$ cat src/sv/dpst_fifo.sv
// Small synchronous FIFO used for the command and result queues.
module dpst_fifo #(
	parameter int WIDTH = 8,
	parameter int DEPTH = 2
) (
	input  logic             clk,
	input  logic             arst_n,
	input  logic             push,
	input  logic [WIDTH-1:0] wdata,
	output logic             full,
	input  logic             pop,
	output logic             empty,
	output logic [WIDTH-1:0] rdata
);
	localparam int PTR_W = (DEPTH > 1) ? $clog2(DEPTH) : 1;
	localparam int CNT_W = $clog2(DEPTH + 1);

	logic [WIDTH-1:0] mem_q [DEPTH];
	logic [PTR_W-1:0] wr_ptr_q;
	logic [PTR_W-1:0] rd_ptr_q;
	logic [CNT_W-1:0] count_q;
	logic             do_push;
	logic             do_pop;

	assign full    = (count_q == CNT_W'(DEPTH));
	assign empty   = (count_q == '0);
	assign do_push = push & ~full;
	assign do_pop  = pop & ~empty;
	assign rdata   = mem_q[rd_ptr_q];

	// Pointers and fill count
	always_ff @(posedge clk or negedge arst_n) begin
		if (!arst_n) begin
			wr_ptr_q <= '0;
			rd_ptr_q <= '0;
			count_q  <= '0;
		end else begin
			if (do_push) begin
				wr_ptr_q <= (wr_ptr_q == PTR_W'(DEPTH - 1)) ? '0 : wr_ptr_q + 1'b1;
			end
			if (do_pop) begin
				rd_ptr_q <= (rd_ptr_q == PTR_W'(DEPTH - 1)) ? '0 : rd_ptr_q + 1'b1;
			end
			if (do_push && !do_pop) begin
				count_q <= count_q + 1'b1;
			end else if (do_pop && !do_push) begin
				count_q <= count_q - 1'b1;
			end
		end
	end

	// Storage
	always_ff @(posedge clk) begin
		if (do_push) begin
			mem_q[wr_ptr_q] <= wdata;
		end
	end

endmodule

$ cat config.mk
export PLATFORM = sky130hd
export DESIGN_NAME = dpst_fifo
export DESIGN_NICKNAME = d
export VERILOG_FILES = /design/src/sv/dpst_fifo.sv
export SDC_FILE = /design/constraint.sdc
export NUM_CORES = 1
export LEC_CHECK = 0
export BUFFER_PORTS_ARGS = -buffer_cell sky130_fd_sc_hd__buf_2
export CORE_MARGIN = 2
export CORE_UTILIZATION = 44
export CTS_CLUSTER_SIZE = 14
export DETAILED_ROUTE_END_ITERATION = 8
export GPL_TIMING_DRIVEN = 0
export HOLD_SLACK_MARGIN = 0.12
export PLACE_DENSITY = 0.8
export SYNTH_ARGS = -nofsm -noshare
export SYNTH_HDL_FRONTEND = slang
export SYNTH_SLANG_ARGS = --single-unit
$ cat constraint.sdc
create_clock -name clk -period 1.4 [get_ports clk]
set_input_delay 0.14 -clock clk [delete_from_list [all_inputs] [get_ports clk]]
set_output_delay 0.14 -clock clk [all_outputs]
set_load 0.02 [all_outputs]
==> results by group <==
GRT
  – First-pass GRT wire length: ~1800 um
  – Congestion Overflow GR: 0
  – Vias in the first global route: between 400 and 500
  – Pin count of the biggest net entering global routing: 12
  – All-Layer GR Usage: around an eighth
  – Initial antenna violation count: 0

Synth
  – Simple logic cell fraction of the synthesized area: just under 4%
  – Syn Inst Count: 44
  – Largest family of logic cells by synthesized area: multiplexers
  – Ys async rst share: about a fifth
  – Sequential area share after synthesis: 74.24%
  – Yosys Warn Count: 0
  – Largest cells by area after synthesis: edfxtp_1 (61%), dfrtp_1 (13%), mux2_1 (8.6%), mux2_2 (2.9%), xnor2_1 (2.2%)
  – Post-synthesis net count: 57
  – Post-synth EDFFs: 16
  – Mapped Area: roughly 780 um^2
  – Mux share of post-synthesis cell area: ~12%
  – Most frequent cells after synthesis: edfxtp_1 (16), mux2_1 (6), dfrtp_1 (4)
  – Largest area contributor in the netlist: edfxtp_1
  – Post-Synth XOR/XNOR Area: around 6.6%
  – Compound-cell area share of the yosys netlist: 0.6400%
  – Post-synthesis adder-cell area fraction: 1.600%
  – Share of the synthesized area in the top cell type: just over 60%
  – Most frequent cell after synthesis: edfxtp_1
  – Post-synth cell types: 15
  – Number of register bits inferred by synthesis: 20
  – Top FF cell, synth: edfxtp_1
  – Avg Inst Size Synth: around 18 um^2

Timing
  – Slew Limit Fails: 0
  – # setup viols final: 5
  – Final Hold Viols: 0
  – Worst-Margin Slew: about 440 ps
  – Max Clk Rate: roughly 710 MHz
  – Crit share post-route: 101.3%
  – Relative slew slack: 70.68%
  – Fin Clk Skew: between 4 and 5 ps
  – Minimum clock period: between 1000 and 1500 ps
  – Setup ws final: -18.41 ps
  – RSZ-0062 raised after global routing: true
  – WHS: about 130 ps

Drt
  – DR iter-0 viols: 5
  – Drt wl/cell: about 13 um
  – Vias per inst: 4.980
  – DRC violations left: 0
  – 1st-pass router iterations: 2
  – DR vias: just over 500
  – Drt total wl: approximately 1400 um
  – Routed Antenna Nets: 0

Power
  – Power Dens Cells: 2054 nW/um^2
  – Worst vdd ir: roughly 1.4 mV
  – Lkg Pwr: 0.5206 nW

Die
  – Die H: roughly 46 um
  – Core area: 1689 um^2
  – # IOs: 22
  – Die area: approximately 2100 um^2
  – Initial Utilization: 46.30%
  – Standard-cell rows: 15
  – Die width: ~46 um

Clock network
  – Cts bufs inserted: 3
  – Clock sink count: 20
  – Longest Clk Path Bufs: 2
  – Clk slew on worst S/H paths: roughly 100 ps
  – CTS tree: yes
  – Clk root buf: clkbuf_4
  – Clock Latency Late Sink: slightly below 300 ps
  – H-tree depth: 1

Setup path
  – R2r setup slk: around 30 ps
  – Crit-path cells: buf_6 > mux2_4 > buf_6
  – Worst setup path start: rd_ptr_q
  – Crit-path slowest cell: dfrtp_1
  – CP endpoint: rdata[7]
  – Worst Setup Start Kind: flop
  – Req. time, crit path: ~1300 ps
  – Reg2reg start: count_q[0]
  – Crit path arrival time: roughly 1300 ps
  – CP peak stage delay: between 400 and 500 ps
  – Setup CP Type: flop to output pin
  – Reg-to-reg endpoint: count_q[1]
  – Crit-path max FO: 5
  – Worst setup EP type: output pin
  – Worst path most repeated cell: buf_6
  – Worst r2r path cells: 6

Final layout
  – Nets@finish: 98
  – Area Growth Syn to Fin: 51.84%
  – Layout cell share with drive strength beyond 1: 53.57%
  – Diode count: 0

Place
  – Setup WS pre-CTS: -219.6 ps
  – Final Wtd Congestion: around 0.69
  – Count of input and output buffers: 21
  – Post-DP HPWL: 823.3 um

Min path
  – Hold WC Path Type: primary input to flop

Flow run
  – Max-cap viol count: 0

Outcome
  – Status: finished with violations
  – Violated checks: negative setup slack
-- state kept, by name, indices dropped and copies added (netlist names) --
name,flops
rd_ptr_q,1
mem_q,16
count_q,2
wr_ptr_q,1
-- how the worst min path moves through the flow --
stage | depth (start not counted) | endpoint | from | slack [ps]
final | 3 | wr_ptr_q | push | 130
after global routing | 3 | wr_ptr_q | push | 130
after CTS | 3 | wr_ptr_q | push | 160
after detailed placement | 1 | count_q[1] | arst_n | -50
after global placement | 1 | count_q[1] | arst_n | -50
after floorplan | 0 | count_q[0] | arst_n | -160
-- area by class of cell --
cell class	instances	area [um^2]
flip-flops and latches	20	581.8
fillers	113	501.7
repair buffers	36	299.0
multi-input cells	21	240.2
clock buffers	4	26.28
well taps	17	21.27
plain buffers	1	11.26
inverters	2	7.507
-- placed cells by master (no fill, tap or decap), drive strengths merged --
cell type	netlist	layout
buf	1	27
edfxtp	16	16
dlygate4sd3	0	10
mux2	8	8
clkbuf	0	4
dfrtp	4	4
nor2	3	3
xnor2	3	3
inv	2	2
xor2	2	2
nand2b	1	1
nand2	1	1
o21ai	1	1
and3	1	1
ha	1	1
-- power breakdown --
group / internal (mW) / switching, mW / total (mW) / leakage (nW)
Clock: 0.111 / 0.154 / 0.264 / 0.0150
Sequential: 0.836 / 0.0937 / 0.929 / 0.194
Combinational: 0.693 / 0.553 / 1.25 / 0.311
Total: 1.64 / 0.800 / 2.44 / 0.521
-- cells by family (layout without fill, tap and decap cells) --
group	count (synthesis)	after routing
AND/OR/NAND/NOR	6	6
AO/OA/AOI/OAI	1	1
adder cells (fa/ha/maj)	1	1
flip-flops	20	20
buffers and inverters	3	43
multiplexers	8	8
XOR/XNOR	5	5
-- through the flow --
| stage | TNS [ps] | std cells | util (%) | power (mW) | cell area [um^2] |
|---|---|---|---|---|---|
| 3_5_place_dp | -1813 | 82 | 53.78 | 1.701 | 908.4 |
| 6_report | -71.51 | 101 | 70.30 | 2.439 | 1187 |
| 2_1_floorplan | 0 | 44 | - | 1.480 | 782.0 |
| 5_1_grt | -527.5 | 101 | 70.30 | 2.582 | 1187 |
| 4_1_cts | -143.0 | 98 | 64.74 | 2.179 | 1094 |
| 3_3_place_gp | -1759 | 82 | 53.78 | 1.675 | 908.4 |
-- worst max-delay path: cells and delay by family, from the launching register on --
family / cells / cell delay [ps]
buf+inv: 2 / 280
mux: 1 / 300
flops: 1 / 410
-- layer usage --
| layer | GRT usage (%) | wire, um | vias up |
|---|---|---|---|
| met5 | 0 | 0 | - |
| met4 | 5.143 | 28 | 0 |
| met2 | 23.06 | 719 | 15 |
| li1 | - | - | 238 |
| met1 | 13.51 | 554 | 248 |
| met3 | 3.529 | 49 | 2 |
-- repair_timing --
item / in CTS / in global routing
setup buffers: 3 / 1
cloned: 0 / 1
endpoints found under the setup margin: 17 / 17
resized for setup: 15 / 20
hold buffers: 9 / 1
endpoints found under the hold margin: 20 / 1
pin swaps: 1 / 3
Note: power is estimated with default switching activity, not from simulation.
