## config.mk

```make
export PLATFORM = sky130hd
export DESIGN_NAME = dpst_front
export DESIGN_NICKNAME = d
export VERILOG_FILES = /design/src/sv/dpst_pkg.sv /design/src/sv/dpst_front.sv
export SDC_FILE = /design/constraint.sdc
export NUM_CORES = 1
export LEC_CHECK = 0
export ABC_AREA = 0
export BUFFER_PORTS_ARGS = -buffer_cell sky130_fd_sc_hd__buf_2
export CORE_AREA = 5 5 137 139
export DETAILED_ROUTE_END_ITERATION = 10
export DIE_AREA = 0 0 142 144
export PLACE_DENSITY_LB_ADDON = 0.3
export SYNTH_ARGS = -nofsm -noshare
export SYNTH_HDL_FRONTEND = slang
export SYNTH_SLANG_ARGS = --single-unit
```

## constraint.sdc

```tcl
create_clock -name vclk -period 12.4
set_clock_uncertainty 0.15 [all_clocks]
set_input_delay 1.86 -clock vclk [all_inputs]
set_output_delay 1.86 -clock vclk [all_outputs]
set_load 0.1 [all_outputs]
```

## src/sv/dpst_pkg.sv

```systemverilog
// Shared types, codes and score helpers for the depth-preferred search table.
package dpst_pkg;

	// Sizes
	localparam int TABLE_ENTRIES_DEF = 1024;
	localparam int MOVE_BITS_DEF     = 32;
	localparam int KEY_BITS          = 64;
	localparam int CMD_FIFO_DEPTH    = 2;
	localparam int RSP_FIFO_DEPTH    = 2;
	// Key folding for tables whose size is not a power of two
	localparam int REDUCE_BITS       = 4;
	localparam int REDUCE_STEPS      = KEY_BITS / REDUCE_BITS;

	localparam logic [14:0] MATE_THRESHOLD_RST = 15'd31000;

	// Operation codes on the input
	localparam logic [1:0] OP_PROBE = 2'd0;
	localparam logic [1:0] OP_STORE = 2'd1;
	localparam logic [1:0] OP_CLEAR = 2'd2;

	// Bound kinds on the input
	localparam logic [1:0] BOUND_EXACT = 2'd0;
	localparam logic [1:0] BOUND_LOWER = 2'd1;
	localparam logic [1:0] BOUND_UPPER = 2'd2;

	// Slot kinds as kept in the table
	localparam logic [1:0] KIND_EMPTY = 2'd0;
	localparam logic [1:0] KIND_EXACT = 2'd1;
	localparam logic [1:0] KIND_LOWER = 2'd2;
	localparam logic [1:0] KIND_UPPER = 2'd3;

	// Command codes passed from front to back
	localparam logic [1:0] CMD_PROBE = 2'd0;
	localparam logic [1:0] CMD_STORE = 2'd1;
	localparam logic [1:0] CMD_CLEAR = 2'd2;
	localparam logic [1:0] CMD_NOP   = 2'd3;

	typedef struct packed {
		logic [1:0]         operation;
		logic [63:0]        key;
		logic [6:0]         search_depth;
		logic signed [15:0] score;
		logic [1:0]         bound_kind;
		logic [31:0]        move_word;
		logic [6:0]         ply;
		logic signed [15:0] alpha_in;
		logic signed [15:0] beta_in;
	} request_t;

	typedef struct packed {
		logic               hit;
		logic [31:0]        move_out;
		logic signed [15:0] alpha_out;
		logic signed [15:0] beta_out;
		logic               eval_valid;
		logic signed [15:0] eval;
	} response_t;

	// Classified item; score already mate-adjusted for stores
	typedef struct packed {
		logic [1:0]         code;
		logic [63:0]        key;
		logic [6:0]         search_depth;
		logic [1:0]         kind;
		logic signed [15:0] score;
		logic [31:0]        move_word;
		logic [6:0]         ply;
		logic signed [15:0] alpha;
		logic signed [15:0] beta;
	} cmd_t;

	typedef struct packed {
		logic [1:0]         kind;
		logic [6:0]         depth;
		logic signed [15:0] score;
	} meta_t;

	typedef struct packed {
		logic clearing;
	} back_status_t;

	function automatic logic signed [15:0] sat16(input logic signed [16:0] v);
		logic signed [15:0] r;
		if (v > 17'sd32767) begin
			r = 16'sh7fff;
		end else if (v < -17'sd32768) begin
			r = 16'sh8000;
		end else begin
			r = v[15:0];
		end
		return r;
	endfunction

	// Mate scores move away from zero by ply on store
	function automatic logic signed [15:0] adjust_in(input logic signed [15:0] s,
			input logic [6:0] ply, input logic [14:0] thr);
		logic signed [16:0] s17;
		logic signed [16:0] t17;
		logic signed [16:0] p17;
		logic signed [15:0] r;
		s17 = {s[15], s};
		t17 = $signed({2'b00, thr});
		p17 = $signed({10'd0, ply});
		if (s17 >= t17) begin
			r = sat16(s17 + p17);
		end else if (s17 <= -t17) begin
			r = sat16(s17 - p17);
		end else begin
			r = s;
		end
		return r;
	endfunction

	// And back toward zero on probe
	function automatic logic signed [15:0] adjust_out(input logic signed [15:0] s,
			input logic [6:0] ply, input logic [14:0] thr);
		logic signed [16:0] s17;
		logic signed [16:0] t17;
		logic signed [16:0] p17;
		logic signed [15:0] r;
		s17 = {s[15], s};
		t17 = $signed({2'b00, thr});
		p17 = $signed({10'd0, ply});
		if (s17 >= t17) begin
			r = sat16(s17 - p17);
		end else if (s17 <= -t17) begin
			r = sat16(s17 + p17);
		end else begin
			r = s;
		end
		return r;
	endfunction

endpackage

```

## src/sv/dpst_front.sv

```systemverilog
// Front end: takes items, computes the slot index and classifies each item.
module dpst_front #(
	parameter int TABLE_ENTRIES = dpst_pkg::TABLE_ENTRIES_DEF,
	parameter int IDX_W = (TABLE_ENTRIES > 1) ? $clog2(TABLE_ENTRIES) : 1
) (
	input  logic                   clk,
	input  logic                   arst_n,
	input  logic [14:0]            mate_threshold,
	input  logic                   push,
	input  dpst_pkg::request_t     request,
	output logic                   full,
	input  dpst_pkg::back_status_t status,
	output logic                   cmd_push,
	output dpst_pkg::cmd_t         cmd,
	output logic [IDX_W-1:0]       cmd_index,
	input  logic                   cmd_full
);
	import dpst_pkg::*;

	localparam bit IS_POW2 = ((TABLE_ENTRIES & (TABLE_ENTRIES - 1)) == 0);

	request_t cls_req;

	generate
		if (IS_POW2) begin : g_direct
			// Slot is the low key bits; items go straight into the queue
			assign cls_req   = request;
			assign full      = cmd_full | status.clearing;
			assign cmd_push  = push & ~full;
			assign cmd_index = request.key[IDX_W-1:0];
		end else begin : g_reduce
			localparam int STEP_W = $clog2(REDUCE_STEPS);

			request_t          req_q;
			logic              busy_q;
			logic              done_q;
			logic [STEP_W-1:0] step_q;
			logic [IDX_W-1:0]  rem_q;
			logic [63:0]       shift_q;
			logic [IDX_W-1:0]  rem_next;
			logic              accept;

			assign full      = busy_q | status.clearing;
			assign accept    = push & ~full;
			assign cmd_push  = busy_q & done_q & ~cmd_full;
			assign cls_req   = req_q;
			assign cmd_index = rem_q;

			// Key mod table size, a few key bits per cycle from the top
			always_comb begin
				logic [IDX_W:0] t;
				logic [IDX_W-1:0] r;
				r = rem_q;
				for (int i = 0; i < REDUCE_BITS; i++) begin
					t = {r, shift_q[63-i]};
					if (t >= (IDX_W+1)'(TABLE_ENTRIES)) begin
						t = t - (IDX_W+1)'(TABLE_ENTRIES);
					end
					r = t[IDX_W-1:0];
				end
				rem_next = r;
			end

			always_ff @(posedge clk or negedge arst_n) begin
				if (!arst_n) begin
					busy_q <= 1'b0;
					done_q <= 1'b0;
					step_q <= '0;
				end else begin
					if (accept) begin
						busy_q <= 1'b1;
						done_q <= 1'b0;
						step_q <= '0;
					end else if (busy_q && !done_q) begin
						step_q <= step_q + 1'b1;
						if (step_q == STEP_W'(REDUCE_STEPS - 1)) begin
							done_q <= 1'b1;
						end
					end else if (cmd_push) begin
						busy_q <= 1'b0;
					end
				end
			end

			always_ff @(posedge clk) begin
				if (accept) begin
					req_q   <= request;
					rem_q   <= '0;
					shift_q <= request.key;
				end else if (busy_q && !done_q) begin
					rem_q   <= rem_next;
					shift_q <= {shift_q[63-REDUCE_BITS:0], {REDUCE_BITS{1'b0}}};
				end
			end
		end
	endgenerate

	// Classify and pre-adjust the store score
	always_comb begin
		cmd.key          = cls_req.key;
		cmd.search_depth = cls_req.search_depth;
		cmd.score        = adjust_in(cls_req.score, cls_req.ply, mate_threshold);
		cmd.move_word    = cls_req.move_word;
		cmd.ply          = cls_req.ply;
		cmd.alpha        = cls_req.alpha_in;
		cmd.beta         = cls_req.beta_in;
		case (cls_req.bound_kind)
			BOUND_EXACT: cmd.kind = KIND_EXACT;
			BOUND_LOWER: cmd.kind = KIND_LOWER;
			BOUND_UPPER: cmd.kind = KIND_UPPER;
			default:     cmd.kind = KIND_EMPTY;
		endcase
		case (cls_req.operation)
			OP_PROBE: cmd.code = CMD_PROBE;
			OP_STORE: cmd.code = (cmd.kind == KIND_EMPTY) ? CMD_NOP : CMD_STORE;
			OP_CLEAR: cmd.code = CMD_CLEAR;
			default:  cmd.code = CMD_NOP;
		endcase
	end

endmodule

```

==> summary.txt <==
HPWL Detailed -> 9390 um
DRT antenna net count -> 0
max incr delay on CP -> 0.92 ns
io pins -> 356
sequential cell area -> 0 um2
top cell type's share of synthesized area -> 31.1%
design area -> 3140 um2
RSZ-0062 raised after global routing -> no
Avg Vias per Cell -> 4.72
Final Cycle Share -> 69.3%
Seq cells -> 0
Avg Cell Area, Syn -> 7.08 um2
final setup vio count -> 0
crit-path max FO -> 16
area delta synth->final -> -15.0%
Cell variety after synth -> 60
Cell Area, Placed -> 3140 um2
post-CTS setup buffers -> 0
Slowest-stage cell, CP -> o21ai_1
CP Launch Type -> primary input
largest net degree at the start of global routing -> 17
core area -> 17,500 um2
Final TNS setup -> 0 ns
diodes inserted -> 0
outcome -> finished clean
ranking of synthesized cells by area -> buf_4 (31%), ha_1 (17%), a21oi_1 (4.1%), inv_1 (4.0%), xnor2_1 (3.8%)
initial core utilization -> 21.1%
Max Cap Viol -> 0
Pre-Repair DR Iteration Count -> 4
Nets -> 663
clkbuf count -> 0
1st-iter DRT viols -> 96
IO buf count -> 74
Setup CP Type -> primary input to output port
via count -> 3,099
initial antenna violation count -> 0
Max Slew Vio Count -> 0
crit-path cells -> buf_2, inv_1, ha_1, nand4_1, nor3_1, nand2_1, o41ai_1, o21ai_0, ha_1, a21o_1, a21oi_1, o2111ai_1, o21ai_1, a21oi_1, o21bai_1, a221oi_1, buf_2
post-CTS resize count -> 0
Post-Synthesis Cells -> 521
Max-Slew Margin vs Limit -> 20.7%
GRT overflow -> 0
fmax -> 0.116 GHz
leakage power -> 0.00143 uW
Setup crit start -> mate_threshold[1]
layout cell share with drive strength beyond 1 -> 20.6%
DR WL/cell -> 17.0 um
min-delay src -> request[107]
Die Height -> 144 um
vias in the first global route -> 3,072
Worst Path Required -> 10.39 ns
row cnt -> 49
Critical Path AT -> 6.59 ns
post-synthesis sequential area ratio -> 0%
worst slew pin tran -> 1.18 ns
YS warnings -> 0
Max VDD drop -> 44.3 uV
power per cell area -> 65.1 nW/um2
Hold WC Path Type -> primary input to output port
end point of the critical path -> cmd[78]
die area -> 20,400 um2
first-pass GRT wire length -> 17,100 um
die extent in x -> 142 um
Final Hold Violating Endpoints -> 0
Placer Congestion -> 0.791
GRT Resource Usage Total -> 10.3%
Synth area leader -> buf_4
DRC viols -> 0
Post-Syn Nets -> 754
cts hold-fix bufs -> 0
Netlist Area Pre-Place -> 3690 um2
WL final -> 11,200 um
post-route minimum period -> 8.60 ns
crit end category -> output port
[layout make-up]
cell class	count	area, um2
Fill cell	2078	14400
Inverter	39	146
Multi-Input combinational cell	315	2330
Tap cell	229	287
Timing Repair Buffer	74	370
[how the worst min path moves through the flow]
stage / to / slack (ns) / cells past startpoint
finish: cmd[107] / 3.57 / 0
global route: cmd[150] / 3.57 / 0
CTS: cmd[106] / 3.57 / 0
detailed placement: cmd[106] / 3.57 / 0
global placement: cmd[106] / 3.57 / 0
floorplan: cmd[0] / 3.78 / 1
[kinds of logic after synthesis]
logic type                 count (synthesis)  share of synthesized area, %
muxes                                      2                         0.542
adders and majority gates                 51                          17.7
buffers and inverters                    206                          36.7
AOI/OAI and AO/OA                        110                          21.2
and+or+nand+nor                          134                          19.6
xor gates and xnor gates                  18                          4.27
[worst max-delay path, delay by kind of cell]
family,cells,cell delay [ns]
adder cells (fa/ha/maj),2,0.52
AND/OR/NAND/NOR,3,0.75
buffers and inverters,3,0.68
AO/OA/AOI/OAI,9,2.77
[cells in the mapped netlist (all sizes together), types with 3 or more instances]
cell,n
ha,49
o22ai,3
nor2,28
nor2b,5
nand4,11
inv,39
or2,4
o21a,4
o31ai,3
o211ai,3
a211oi,9
a221oi,3
clkbuf,12
buf,155
xnor2,16
and3,5
nor3,15
o21bai,4
nand2,24
and2,3
nand2b,7
a21oi,30
o31a,3
a22oi,4
a222oi,3
a21o,10
or3,4
nor4,9
o21ai,11
or4,3
nand3,11
[metal layers]
layer | global-route usage (%) | part of all wire [%] | vias up
met3 | 1.36 | 5.7 | 78
met1 | 12.9 | 42 | 1399
met2 | 16.7 | 45 | 124
met4 | 6.26 | 6.9 | 0
met5 | 0 | 0 | -
li1 | - | - | 1498
[report_power, final]
part	internal (uW)	switching, uW	leakage, uW	total, uW
clock	0	0	0	0
combinational	51.2	153	0.00143	204
sequential	0	0	0	0
[layout by cell type (no fill, tap or decap), types with 5 or more instances in the layout]
master	instances
nand2b_1	7
nor2b_1	5
a21oi_1	30
xnor2_1	16
and3_1	5
inv_1	39
o21ai_0	10
a21o_1	10
nor2_1	26
nand4_1	11
nor3_1	15
ha_1	49
a211oi_1	9
buf_2	74
nand2_1	23
nor4_1	8
nand3_1	11
[stage by stage]
| step | std cells | hold WS [ns] | setup WS (ns) | total power, uW | utilization (%) |
|---|---|---|---|---|---|
| CTS | 657 | 3.57 | 3.81 | 206 | 17.9 |
| floorplan | 521 | 3.78 | 3.47 | 382 | - |
| global placement | 657 | 3.57 | 3.77 | 205 | 17.9 |
| global route | 657 | 3.57 | 3.37 | 220 | 17.9 |
| finish | 657 | 3.57 | 3.80 | 204 | 17.9 |
| detailed placement | 657 | 3.57 | 3.84 | 205 | 17.9 |
Power figures use the tool's default switching activity.
